## src/soft_wrap_row_builder_defines.svh

```systemverilog
// ---------------------------------------------------------------------------
// soft_wrap_row_builder assertion macros
// shared check forms for the row builder, clocked on clk, held off in rst
// ---------------------------------------------------------------------------
`ifndef SOFT_WRAP_ROW_BUILDER_DEFINES_SVH
`define SOFT_WRAP_ROW_BUILDER_DEFINES_SVH

// same-cycle implication check
`define SWRB_ASSERT_NOW(label, cond, prop) \
  label: assert property (@(posedge clk) disable iff (rst) (cond) |-> (prop)) \
    else $error("soft_wrap_row_builder check failed");

// next-cycle implication check
`define SWRB_ASSERT_NEXT(label, cond, prop) \
  label: assert property (@(posedge clk) disable iff (rst) (cond) |=> (prop)) \
    else $error("soft_wrap_row_builder check failed");

`endif

```

## src/swrb_pkg.sv

```systemverilog
// ---------------------------------------------------------------------------
// swrb_pkg
// types, widths and helpers shared by the soft wrap row builder modules
// ---------------------------------------------------------------------------
`timescale 1ns / 1ps
`default_nettype none

package swrb_pkg;

  // field widths
  localparam int ColW   = 10;
  localparam int LineW  = 16;
  localparam int SpanW  = 12;
  localparam int CountW = 13;
  localparam int CellW  = 20;
  localparam int EndW   = 17;

  // stream widths
  localparam int InDataW  = 32;
  localparam int RowW     = EndW + 2 * ColW + CellW + CountW + SpanW + LineW;
  localparam int OutDataW = ((RowW + 7) / 8) * 8;
  localparam int OutPadW  = OutDataW - RowW;

  // register reset and saturation limits
  localparam logic [ColW-1:0]   COLUMNS_RESET  = 10'd80;
  localparam logic [SpanW-1:0]  SPAN_POS_MAX   = {SpanW{1'b1}};
  localparam logic [CountW-1:0] SPAN_TOTAL_MAX = 13'd4096;
  localparam logic [CellW-1:0]  START_CELL_MAX = {CellW{1'b1}};

  // item queue geometry
  localparam int QDepth = 4;
  localparam int QPtrW  = $clog2(QDepth);
  localparam int QCntW  = $clog2(QDepth + 1);

  // one row record, line_index in the lowest bits
  typedef struct packed {
    logic [EndW-1:0]   end_byte;
    logic [ColW-1:0]   visible_cells;
    logic [ColW-1:0]   content_cells;
    logic [CellW-1:0]  row_origin;
    logic [CountW-1:0] span_count;
    logic [SpanW-1:0]  head_span;
    logic [LineW-1:0]  line_index;
  } row_t;

  // rows caused by one item; a single row sits in row0
  typedef struct packed {
    logic two_rows;
    row_t row0;
    row_t row1;
  } item_rec_t;

  // queue status seen by both sides
  typedef struct packed {
    logic full;
    logic empty;
  } q_stat_t;

  // build a row record, clipping visible cells to the column count
  function automatic row_t make_row(
    input logic [LineW-1:0]  line,
    input logic [SpanW-1:0]  first,
    input logic [CountW-1:0] count,
    input logic [CellW-1:0]  start,
    input logic [ColW-1:0]   content,
    input logic [EndW-1:0]   end_b,
    input logic [ColW-1:0]   columns
  );
    row_t r;
    r.line_index    = line;
    r.head_span     = first;
    r.span_count    = count;
    r.row_origin    = start;
    r.content_cells = content;
    r.visible_cells = (content < columns) ? content : columns;
    r.end_byte      = end_b;
    return r;
  endfunction

endpackage

`default_nettype wire

```

## src/swrb_front.sv

```systemverilog
// ---------------------------------------------------------------------------
// swrb_front
// accepts spans, keeps the running row state and pushes finished rows
// ---------------------------------------------------------------------------
`timescale 1ns / 1ps
`default_nettype none

module swrb_front (
  input  wire logic                              clk,
  input  wire logic                              rst,
  input  wire logic                              cfg_we,
  input  wire logic [swrb_pkg::ColW-1:0]         cfg_wdata,
  input  wire logic                              in_valid,
  output logic                                   in_ready,
  input  wire logic [swrb_pkg::InDataW-1:0]      in_data,
  input  wire logic                              in_empty,
  input  wire logic                              in_last,
  input  wire swrb_pkg::q_stat_t                 q_stat,
  output logic                                   push,
  output swrb_pkg::item_rec_t                    rec
);

  // column count register
  logic [swrb_pkg::ColW-1:0] columns;

  // running line and row state
  logic [swrb_pkg::LineW-1:0]  line_counter;
  logic [swrb_pkg::SpanW-1:0]  span_position;
  logic [swrb_pkg::SpanW-1:0]  row_first_span;
  logic [swrb_pkg::CountW-1:0] row_span_total;
  logic [swrb_pkg::CellW-1:0]  row_start_cell;
  logic [swrb_pkg::ColW-1:0]   row_cell_sum;
  logic [swrb_pkg::EndW-1:0]   previous_span_end;

  logic [swrb_pkg::LineW-1:0]  line_counter_next;
  logic [swrb_pkg::SpanW-1:0]  span_position_next;
  logic [swrb_pkg::SpanW-1:0]  row_first_span_next;
  logic [swrb_pkg::CountW-1:0] row_span_total_next;
  logic [swrb_pkg::CellW-1:0]  row_start_cell_next;
  logic [swrb_pkg::ColW-1:0]   row_cell_sum_next;
  logic [swrb_pkg::EndW-1:0]   previous_span_end_next;

  logic                        accept;
  logic [7:0]                  width;
  logic [15:0]                 offset;
  logic [7:0]                  len;
  logic [swrb_pkg::ColW-1:0]   used;
  logic [swrb_pkg::ColW-1:0]   room;
  logic                        brk;
  logic [swrb_pkg::CellW:0]    start_sum;
  logic [swrb_pkg::CellW-1:0]  start_sat;
  logic [swrb_pkg::SpanW-1:0]  first_b;
  logic [swrb_pkg::CountW-1:0] total_b;
  logic [swrb_pkg::CellW-1:0]  start_b;
  logic [swrb_pkg::ColW-1:0]   sum_b;
  logic [swrb_pkg::CountW-1:0] total_n;
  logic [swrb_pkg::ColW-1:0]   sum_n;
  logic [swrb_pkg::EndW-1:0]   end_n;
  swrb_pkg::row_t              row_pend;
  swrb_pkg::row_t              row_done;
  swrb_pkg::row_t              row_empty0;
  swrb_pkg::row_t              row_empty1;

  assign in_ready = !q_stat.full;
  assign accept   = in_valid && in_ready;

  assign width  = in_data[7:0];
  assign offset = in_data[23:8];
  assign len    = in_data[31:24];

  // fit test against the columns left on the row
  assign used = (row_cell_sum < columns) ? row_cell_sum : columns;
  assign room = columns - used;
  assign brk  = (width != 8'd0) && (row_cell_sum != '0)
                && ({2'b00, width} > room);

  // next row start, saturating
  assign start_sum = {1'b0, row_start_cell} + {11'd0, row_cell_sum};
  assign start_sat = start_sum[swrb_pkg::CellW] ? swrb_pkg::START_CELL_MAX
                                                : start_sum[swrb_pkg::CellW-1:0];

  // state after a possible break
  assign first_b = brk ? span_position : row_first_span;
  assign total_b = brk ? '0 : row_span_total;
  assign start_b = brk ? start_sat : row_start_cell;
  assign sum_b   = brk ? '0 : row_cell_sum;

  // state after placing the span
  assign total_n = (total_b == swrb_pkg::SPAN_TOTAL_MAX) ? total_b
                                                          : total_b + 13'd1;
  assign sum_n   = sum_b + {2'b00, width};
  assign end_n   = {1'b0, offset} + {9'd0, len};

  // candidate rows
  always_comb begin
    row_pend   = swrb_pkg::make_row(line_counter, row_first_span, row_span_total,
                                    row_start_cell, row_cell_sum,
                                    previous_span_end, columns);
    row_done   = swrb_pkg::make_row(line_counter, first_b, total_n, start_b,
                                    sum_n, end_n, columns);
    row_empty0 = swrb_pkg::make_row(line_counter, '0, '0, '0, '0, '0, columns);
    row_empty1 = swrb_pkg::make_row(line_counter + 16'd1, '0, '0, '0, '0, '0,
                                    columns);
  end

  // classify the item and work out the next state
  always_comb begin
    push                   = 1'b0;
    rec.two_rows           = 1'b0;
    rec.row0               = row_done;
    rec.row1               = row_done;
    line_counter_next      = line_counter;
    span_position_next     = '0;
    row_first_span_next    = '0;
    row_span_total_next    = '0;
    row_start_cell_next    = '0;
    row_cell_sum_next      = '0;
    previous_span_end_next = '0;
    if (in_empty) begin
      push = accept;
      if (row_span_total != '0) begin
        rec.two_rows      = 1'b1;
        rec.row0          = row_pend;
        rec.row1          = row_empty1;
        line_counter_next = line_counter + 16'd2;
      end else begin
        rec.row0          = row_empty0;
        line_counter_next = line_counter + 16'd1;
      end
    end else begin
      push         = accept && (brk || in_last);
      rec.two_rows = brk && in_last;
      rec.row0     = brk ? row_pend : row_done;
      if (in_last) begin
        line_counter_next = line_counter + 16'd1;
      end else begin
        span_position_next     = (span_position == swrb_pkg::SPAN_POS_MAX)
                                 ? span_position : span_position + 12'd1;
        row_first_span_next    = first_b;
        row_span_total_next    = total_n;
        row_start_cell_next    = start_b;
        row_cell_sum_next      = sum_n;
        previous_span_end_next = end_n;
      end
    end
  end

  // column register
  always_ff @(posedge clk) begin
    if (rst) begin
      columns <= swrb_pkg::COLUMNS_RESET;
    end else if (cfg_we) begin
      columns <= cfg_wdata;
    end
  end

  // state update on each accepted item
  always_ff @(posedge clk) begin
    if (rst) begin
      line_counter      <= '0;
      span_position     <= '0;
      row_first_span    <= '0;
      row_span_total    <= '0;
      row_start_cell    <= '0;
      row_cell_sum      <= '0;
      previous_span_end <= '0;
    end else if (accept) begin
      line_counter      <= line_counter_next;
      span_position     <= span_position_next;
      row_first_span    <= row_first_span_next;
      row_span_total    <= row_span_total_next;
      row_start_cell    <= row_start_cell_next;
      row_cell_sum      <= row_cell_sum_next;
      previous_span_end <= previous_span_end_next;
    end
  end

endmodule

`default_nettype wire

```

## src/swrb_queue.sv

```systemverilog
// ---------------------------------------------------------------------------
// swrb_queue
// short first-in first-out queue of item records between front and back
// ---------------------------------------------------------------------------
`timescale 1ns / 1ps
`default_nettype none

module swrb_queue (
  input  wire logic                clk,
  input  wire logic                rst,
  input  wire logic                push,
  input  wire swrb_pkg::item_rec_t rec_in,
  input  wire logic                pop,
  output swrb_pkg::item_rec_t      rec_out,
  output swrb_pkg::q_stat_t        stat
);

  swrb_pkg::item_rec_t            slots [swrb_pkg::QDepth];
  logic [swrb_pkg::QPtrW-1:0]     wr_ptr;
  logic [swrb_pkg::QPtrW-1:0]     rd_ptr;
  logic [swrb_pkg::QCntW-1:0]     count;

  assign stat.full  = (count == swrb_pkg::QCntW'(swrb_pkg::QDepth));
  assign stat.empty = (count == '0);
  assign rec_out    = slots[rd_ptr];

  // record storage
  always_ff @(posedge clk) begin
    if (push) begin
      slots[wr_ptr] <= rec_in;
    end
  end

  // pointers and fill count
  always_ff @(posedge clk) begin
    if (rst) begin
      wr_ptr <= '0;
      rd_ptr <= '0;
      count  <= '0;
    end else begin
      if (push) begin
        wr_ptr <= wr_ptr + swrb_pkg::QPtrW'(1);
      end
      if (pop) begin
        rd_ptr <= rd_ptr + swrb_pkg::QPtrW'(1);
      end
      case ({push, pop})
        2'b10:   count <= count + swrb_pkg::QCntW'(1);
        2'b01:   count <= count - swrb_pkg::QCntW'(1);
        default: count <= count;
      endcase
    end
  end

endmodule

`default_nettype wire

```

## src/swrb_back.sv

```systemverilog
// ---------------------------------------------------------------------------
// swrb_back
// walks the queued item records and sends their rows out one at a time
// ---------------------------------------------------------------------------
`timescale 1ns / 1ps
`default_nettype none

module swrb_back (
  input  wire logic                          clk,
  input  wire logic                          rst,
  input  wire swrb_pkg::q_stat_t             q_stat,
  input  wire swrb_pkg::item_rec_t           rec,
  output logic                               pop,
  output logic                               out_valid,
  input  wire logic                          out_ready,
  output logic [swrb_pkg::OutDataW-1:0]      out_data,
  output logic                               out_last
);

  swrb_pkg::row_t out_row;
  logic           sel;
  logic           load;
  logic           take;

  // output register free or draining this cycle
  assign load = !out_valid || out_ready;
  assign take = load && !q_stat.empty;
  assign pop  = take && (sel || !rec.two_rows);

  assign out_data = {{swrb_pkg::OutPadW{1'b0}}, out_row};

  // output control and second-row select
  always_ff @(posedge clk) begin
    if (rst) begin
      out_valid <= 1'b0;
      sel       <= 1'b0;
    end else if (load) begin
      out_valid <= !q_stat.empty;
      if (take) begin
        sel <= sel ? 1'b0 : rec.two_rows;
      end
    end
  end

  // output payload
  always_ff @(posedge clk) begin
    if (take) begin
      out_row  <= sel ? rec.row1 : rec.row0;
      out_last <= sel || !rec.two_rows;
    end
  end

endmodule

`default_nettype wire

```

## src/soft_wrap_row_builder.sv

```systemverilog
// ---------------------------------------------------------------------------
// soft_wrap_row_builder
// greedy soft-wrap of text spans into visual rows of a set column count
// ---------------------------------------------------------------------------
// The block takes one span or empty-line item per cycle while its 4-entry
// queue has room and emits row records; each item leaves 0, 1 or 2 rows.
// The back sends one row per cycle while m_axis_tready is high, so the
// sustained rate is one item per cycle when items average at most one row;
// a two-row item holds the output until both rows are sent. A first row
// passes the queue write, then the output register. Write the column count
// via cfg_we / cfg_wdata only while no item is in flight (not enforced).
`timescale 1ns / 1ps
`default_nettype none
`include "soft_wrap_row_builder_defines.svh"

module soft_wrap_row_builder (
  input  wire logic                          clk,
  input  wire logic                          rst,
  // column count register
  input  wire logic                          cfg_we,
  input  wire logic [swrb_pkg::ColW-1:0]     cfg_wdata,
  // span items
  input  wire logic                          s_axis_tvalid,
  output logic                               s_axis_tready,
  // cell_width[7:0], span_offset[23:8], span_bytes[31:24]
  input  wire logic [swrb_pkg::InDataW-1:0]  s_axis_tdata,
  // empty_line[0]
  input  wire logic                          s_axis_tuser,
  // last_in_line
  input  wire logic                          s_axis_tlast,
  // row items
  output logic                               m_axis_tvalid,
  input  wire logic                          m_axis_tready,
  // line_index[15:0], head_span[27:16], span_count[40:28], row_origin[60:41],
  // content_cells[70:61], visible_cells[80:71], end_byte[97:81], zeros above
  output logic [swrb_pkg::OutDataW-1:0]      m_axis_tdata,
  // last_of_item
  output logic                               m_axis_tlast
);

  swrb_pkg::q_stat_t   q_stat;
  swrb_pkg::item_rec_t push_rec;
  swrb_pkg::item_rec_t head_rec;
  logic                q_push;
  logic                q_pop;
  swrb_pkg::row_t      out_view;
  logic                row_is_empty;

  // span classification and row state
  swrb_front u_front (
    .clk       (clk),
    .rst       (rst),
    .cfg_we    (cfg_we),
    .cfg_wdata (cfg_wdata),
    .in_valid  (s_axis_tvalid),
    .in_ready  (s_axis_tready),
    .in_data   (s_axis_tdata),
    .in_empty  (s_axis_tuser),
    .in_last   (s_axis_tlast),
    .q_stat    (q_stat),
    .push      (q_push),
    .rec       (push_rec)
  );

  // item record queue
  swrb_queue u_queue (
    .clk     (clk),
    .rst     (rst),
    .push    (q_push),
    .rec_in  (push_rec),
    .pop     (q_pop),
    .rec_out (head_rec),
    .stat    (q_stat)
  );

  // row output sequencer
  swrb_back u_back (
    .clk       (clk),
    .rst       (rst),
    .q_stat    (q_stat),
    .rec       (head_rec),
    .pop       (q_pop),
    .out_valid (m_axis_tvalid),
    .out_ready (m_axis_tready),
    .out_data  (m_axis_tdata),
    .out_last  (m_axis_tlast)
  );

  // row fields as seen on the output bus
  assign out_view     = swrb_pkg::row_t'(m_axis_tdata[swrb_pkg::RowW-1:0]);
  assign row_is_empty = m_axis_tvalid && (out_view.span_count == '0);

  // checks
  `SWRB_ASSERT_NOW(a_no_push_full, q_push, !q_stat.full)
  `SWRB_ASSERT_NOW(a_visible_clip, m_axis_tvalid, out_view.visible_cells <= out_view.content_cells)
  `SWRB_ASSERT_NOW(a_empty_row_last, row_is_empty, m_axis_tlast && (out_view.content_cells == '0))
  `SWRB_ASSERT_NEXT(a_second_row, m_axis_tvalid && m_axis_tready && !m_axis_tlast, m_axis_tvalid)

endmodule

`default_nettype wire
```

## config.mk

```make
export PLATFORM = sky130hd
export DESIGN_NAME = soft_wrap_row_builder
export DESIGN_NICKNAME = d
export VERILOG_FILES = /design/src/swrb_pkg.sv /design/src/swrb_front.sv /design/src/swrb_queue.sv /design/src/swrb_back.sv /design/src/soft_wrap_row_builder.sv
export VERILOG_INCLUDE_DIRS = /design/src /design/src/src
export SDC_FILE = /design/constraint.sdc
export NUM_CORES = 1
export LEC_CHECK = 0
export BUFFER_PORTS_ARGS = -buffer_cell sky130_fd_sc_hd__buf_2
export CAP_MARGIN = 20
export CORE_MARGIN = 2
export CORE_UTILIZATION = 44
export DETAILED_ROUTE_END_ITERATION = 16
export MAX_ROUTING_LAYER = met4
export PLACE_DENSITY_LB_ADDON = 0.25
export SLEW_MARGIN = 5
export SYNTH_ARGS = -nofsm -noshare
export SYNTH_HDL_FRONTEND = slang
export SYNTH_SLANG_ARGS = --single-unit
```

## constraint.sdc

```tcl
create_clock -name clk -period 12.5 [get_ports clk]
set_input_delay 2.5 -clock clk [delete_from_list [all_inputs] [get_ports clk]]
set_output_delay 2.5 -clock clk [all_outputs]
set_load 0.05 [all_outputs]
```

### Yosys cells after proc, flatten, opt, wreduce, memory -nomap -nowiden

Memory sizes are Yosys's and may differ from the RTL's. A register that Yosys moved wholly into a read port is not among the register bits.
Index checks and enable logic that the tools add are counted.
Widths: inputs -> output; s select.

| word-level totals | value |
|---|---|
| register bits | 218 |
| memory bits (writable) | 788 |
| input bits | 49 |
| output and inout bits | 107 |
| memories kept | 1 |

| cells by class | value |
|---|---|
| add/subtract/negate cells | 12 |
| $lt $le $gt $ge | 4 |
| eq/ne operators | 6 |
| multiplexer cells | 39 |
| reductions and logical operators | 23 |

Memory list:

| memory | words | bits a word | read ports | clocked after memory_dff | wr ports | RTL line | source |
|---|---|---|---|---|---|---|---|
| u_queue.slots | 4 | 197 | 1 | 1 | 1 | swrb_queue.sv:18 | `swrb_pkg::item_rec_t slots [swrb_pkg::QDepth];` |

Operators with widths:

| operator | count |
|---|---|
| $mux 98 | 5 |
| $mux 99 | 1 |
| $mux 20 | 4 |
| $mux 12 | 6 |
| $mux 10 | 6 |
| $mux 13 | 4 |
| $mux 16 | 3 |
| $mux 17 | 2 |
| $add 20x10->21 | 1 |
| $lt 10x10->1 | 2 |
| $add 16x8->17 | 1 |
| $add 16x1->16 const B | 1 |
| $add 16x2->16 const B | 1 |
| $add 13x1->13 const B | 1 |
| $eq 13x13->1 const B | 1 |
| $reduce_bool 13->1 | 1 |
| $add 12x1->12 const B | 1 |
| $eq 12x12->1 const B | 1 |
| $add 10x8->10 | 1 |
| $gt 8x10->1 | 1 |
| $lt 1x10->1 const A | 1 |
| $reduce_bool 10->1 | 1 |
| $sub 10x10->10 | 1 |
| $reduce_bool 8->1 | 1 |
| 16 further kinds | 36 |

### Logic depth before layout (Yosys ltp)

| depth | value |
|---|---|
| word-level depth | 11 |
| mapped depth | 49 |
| gate-level depth less buffers | 46 |

### Hierarchy

Synthesis repeated with hierarchy kept, for this count alone.

| unflattened totals | value |
|---|---|
| cell total of the unflattened synthesis | 2648 |
| area, all modules | 42921.2 sq um |

By module, submodules not included:

| module | instances | cells each | area each (sq um) | seq. area each (sq um) |
|---|---|---|---|---|
| swrb_queue | 1 | 1076 | 28845.2 | 23842.9 |
| swrb_front | 1 | 1346 | 9781.9 | 2202.1 |
| swrb_back | 1 | 226 | 4294.1 | 3012.9 |

### Worst setup path before layout

No wires, ideal clock.

| timing path | value |
|---|---|
| path kind | register to register |
| start point | register u_front.columns[3] (netlist name) |
| end point | memory u_queue.slots[0][0] (netlist name), enable pin |
| arrival | 9.427 ns |
| setup slack | 2.492 ns |
| stages on the path, launching flop included | 27 |
| buffers on the path | 1 |
| clock period less this slack | 10.008 ns |
| cell sequence | dfxtp_1 > inv_1 > ha_1 > nand3_1 > a211oi_1 > a2111oi_2 > and2_1 > buf_1 > nor2_1 > a21oi_1 > ha_1 > and3b_1 > a311oi_1 > o31ai_1 > nor2_1 > a21oi_1 > a21o_1 > a21oi_1 > xor2_1 > ha_1 > o21ai_0 > a22oi_1 > nand3_1 > a311oi_2 > o221ai_4 > a21oi_4 > and2_1 |

| on the way | value |
|---|---|
| longest elaborated chain between the ends | 10 |

Ends and longest elaborated chain:

| element | RTL line | source |
|---|---|---|
| start: declaration | swrb_front.sv:24 | `logic [swrb_pkg::ColW-1:0] columns;` |
| start signal: assignment | swrb_front.sv:151 | `columns <= swrb_pkg::COLUMNS_RESET;` |
| start signal: assignment | swrb_front.sv:153 | `columns <= cfg_wdata;` |
| $lt 10x10->1 | swrb_front.sv:72 | `assign used = (row_cell_sum < columns) ? row_cell_sum : columns;` |
| $mux 10 | swrb_front.sv:72 |  |
| $sub 10x10->10 * | swrb_front.sv:73 | `assign room = columns - used;` |
| $gt 8x10->1 * | swrb_front.sv:75 | `&& ({2'b00, width} > room);` |
| $logic_and 1x1->1 * | swrb_front.sv:75 |  |
| $logic_or 1x1->1 * | swrb_front.sv:131 | `push = accept && (brk \|\| in_last);` |
| $logic_and 1x1->1 * | swrb_front.sv:131 |  |
| $mux 1 * | swrb_front.sv:119 | `if (in_empty) begin` |
| $mux 1 * | swrb_queue.sv:29 | `if (push) begin` |
| $mux 1 (implied by the code) * | swrb_queue.sv:30 | `slots[wr_ptr] <= rec_in;` |
| end: declaration | swrb_queue.sv:18 |  |

Every way passes the cells marked *; elsewhere a longest branch is shown, timed or not.

==> qor.yml <==
run_status:
  status: "completed"
placed_design:
  globalplace.congestion: 0.861
  port_buffers: 149
  post-place-cells: 4109
  dpl.hpwl_um: 58600
floorplanning:
  die_w_um: 315
  core_area_mm2: 0.0953
  dieArea_mm2: 0.0990
  die_h_um: 315
  io-pin-count: 156
  start_util_pct: 44.6
  rows: 113
sta:
  final_max_slew_viol_count: 0
  min_period_over_period_pct: 85.9
  max_freq_mhz: 93.1
  setup_viol: 0
  tightest_slew_ns: 1.16
  hold_viol: 0
  holdWs_ns: 0.461
  rsz0062_at_grt: "false"
  skew_ns: 0.0448
  tns_ns: 0
  relSlewSlack_pct: 22.9
  fin_crit_ns: 10.74
logic_synthesis:
  async_flop_share_pct: 0
  postSynthCellCount: 2825
  yosysSeqAreaShare_pct: 68.4
  muxShareOfSynthArea_pct: 11.2
  synth_compound_area_share_pct: 5.10
  synth_top_family_by_area: "multiplexers"
  synth_adder_area_share_pct: 2.30
  synth_area_mm2: 0.0425
  synth_top_area_share_pct: 62.7
  synth_largest_area_cell: "edfxtp_1"
  yosys.area_share.xor_xnor_pct: 1.81
  synth_cell_type_count: 69
  synth.avg_cell_area_um2: 15.0
  synthSimpleGateAreaFrac_pct: 9.13
  ys_warn_count: 0
  synth-edff-count: 887
  ys.flop_type: "edfxtp_1"
  synthTopCellsByArea: "edfxtp_1 63%, mux4_2 10%, dfxtp_1 5.7%, nand2_1 3.7%, ha_1 2.1%"
  ys_ff_latch: 1008
layout:
  nFillCells: 7964
  num_antenna_cells: 0
  layout.cells.non_filler: 4299
  syn2layout_area_growth_pct: 12.6
  fin_util_pct: 50.2
  nets: 3072
  drive_gt1_share_pct: 18.6
flow_run:
  cap_viol_max_count: 0
drt:
  drt-initial-drc-count: 2163
  drtAntennaViolNets: 0
  wl_per_cell_um: 23.5
  route.detailed.drc: 0
  drtPass1Iterations: 5
  num_vias: 24344
  wirelength_um: 101000
  avgViaCountPerCell: 5.66
setup_path:
  crit_path_start_kind: "flip-flop"
  max_stage_delay_ns: 0.70
  required_ns: 12.88
  cp_slowest_cell: "o31ai_2"
  critPathArrivalTime_ns: 11.12
  critPathMaxFanout: 18
  cp_common_cell: "ha_1"
  critPathKind: "flip-flop to flip-flop"
  worst_setup_path_end_kind: "flip-flop"
  r2r_slack_ns: 1.76
cts:
  cts.clk_slew.worst_paths_ns: 0.06
  cts_resized: 0
  root_buffer: "clkbuf_16"
  clock-sinks: 1008
  htree_num_levels: 3
  clock_latency_ns: 0.68
  hold_buffers: 0
  cts_buffers: 102
  cts_buffer_depth: 3
  tritoncts: "yes"
  post-cts-setup-buffers: 0
power:
  leakage_nw: 16.8
  vdd_ir_drop_max_v: 0.000218
  p_per_area_mw_per_mm2: 213
  finalPower_mw: 10.2
global_routing:
  grt_max_degree: 162
  grt_use_total_pct: 21.1
  first_global_vias: 24904
  grt_pass1_wl_um: 154000
  antenna_found_initial: 2
  grt_overflow: 0
min_path:
  worst_hold_path_type: "flip-flop to flip-flop"
metrics by stage:
| stage | worst slack [ns] | area, um^2 |
|---|---|---|
| after global placement | 2.03 | 44500 |
| after detailed placement | 1.90 | 44500 |
| after floorplan | 2.49 | 42500 |
| after global routing | 0.839 | 47800 |
| after CTS | 1.88 | 47800 |
| final | 1.76 | 47800 |
critical path, delay by kind of cell (launching register included):
family                   cells  cell delay [ns]
AND/OR/NAND/NOR             12             1.96
flip-flops                   1             0.68
buffers and inverters        4             0.77
multiplexers                 1             0.27
adder cells (fa/ha/maj)      6             1.42
XOR/XNOR                     1             0.16
AO/OA/AOI/OAI               20             5.19
state kept, by name (all words and copies together) (netlist names), named ones only:
| register | count |
|---|---|
| u_back.out_data | 98 |
| u_queue.wr_ptr | 2 |
| u_front.row_cell_sum | 10 |
| u_front.row_span_total | 13 |
| u_queue.slots | 788 |
| u_front.columns | 10 |
| u_front.row_start_cell | 20 |
| u_queue.rd_ptr | 2 |
| u_front.previous_span_end | 17 |
| u_front.line_counter | 16 |
| u_back.out_last | 1 |
| u_queue.count | 3 |
| u_back.sel | 1 |
| u_front.span_position | 12 |
| u_front.row_first_span | 12 |
| u_back.out_valid | 1 |
logic make-up after synthesis:
kind of cell | after synthesis
muxes | 228
AOI/OAI and AO/OA | 331
adders and majority gates | 75
xor gates and xnor gates | 88
DFF | 1008
other | 1
and+or+nand+nor | 881
buffers and inverters | 213
final timing paths:
path,start,to,depth (start not counted)
worst max register to register,u_front.row_cell_sum[3],u_queue.slots[0][169],44
worst min-delay path,u_front.previous_span_end[0],u_front.previous_span_end[0],2
worst min register to register,u_front.previous_span_end[0],u_front.previous_span_end[0],2
worst max-delay path,u_front.row_cell_sum[3],u_queue.slots[0][169],44
cells in the mapped netlist (9+ instances only):
library cell  number
mux2i_1           31
dfxtp_1          121
a311oi_1          14
a22oi_1           11
a211oi_1          14
nor4_1             9
nand3_1           62
a21oi_1          100
nor3_1            29
buf_1             41
buf_4             14
nor2_1           199
nor2b_1           13
edfxtp_1         887
a21o_1            21
nand2b_1          11
xnor2_1           47
mux4_2           197
nand4_1           12
inv_1             48
clkbuf_1          96
xor2_1            41
a22o_1            18
nand2_1          420
o21ai_0           81
and2_1            68
buf_2             11
and3_1            31
ha_1              70
o2bb2ai_1         10
metal layers:
layer  part of all wire, %  vias to the layer above  global-route usage [%]
met2                    49                      787                    33.8
met5                     0                        -                       -
li1                      -                    10941                       -
met1                    43                    12475                    28.5
met4                   2.2                        0                    5.40
met3                   5.9                      141                    3.16
layout by cell type, fill, tap and decap left out, types with 41 or more instances in the layout:
| cell type | synthesis | layout |
|---|---|---|
| a21oi_1 | 100 | 100 |
| and2_1 | 68 | 64 |
| buf_2 | 11 | 148 |
| clkbuf_16 | 0 | 105 |
| dfxtp_1 | 121 | 118 |
| edfxtp_1 | 887 | 887 |
| ha_1 | 70 | 70 |
| inv_1 | 48 | 46 |
| mux4_2 | 197 | 197 |
| nand2_1 | 420 | 418 |
| nand3_1 | 62 | 62 |
| nor2_1 | 199 | 198 |
| o21ai_0 | 81 | 80 |
| xnor2_1 | 47 | 47 |
| xor2_1 | 41 | 41 |
final cells by class:
type / count / area (um^2) / share of cell area, %
clock buffers: 141 / 2830 / 5.92
well taps: 1265 / 1580 / 3.31
multi-input cells: 1609 / 12600 / 26.3
clock inverters: 49 / 498 / 1.04
flip-flops and latches: 1008 / 29100 / 60.8
inverters: 49 / 191 / 0.400
repair buffers: 178 / 1050 / 2.19
where the power goes:
group          switching (mW)  internal, mW
Sequential              0.162          4.27
Clock                    1.28          1.73
Combinational            1.88         0.840
Total                    3.32          6.84
No activity file was read; power rests on OpenSTA's default activity.
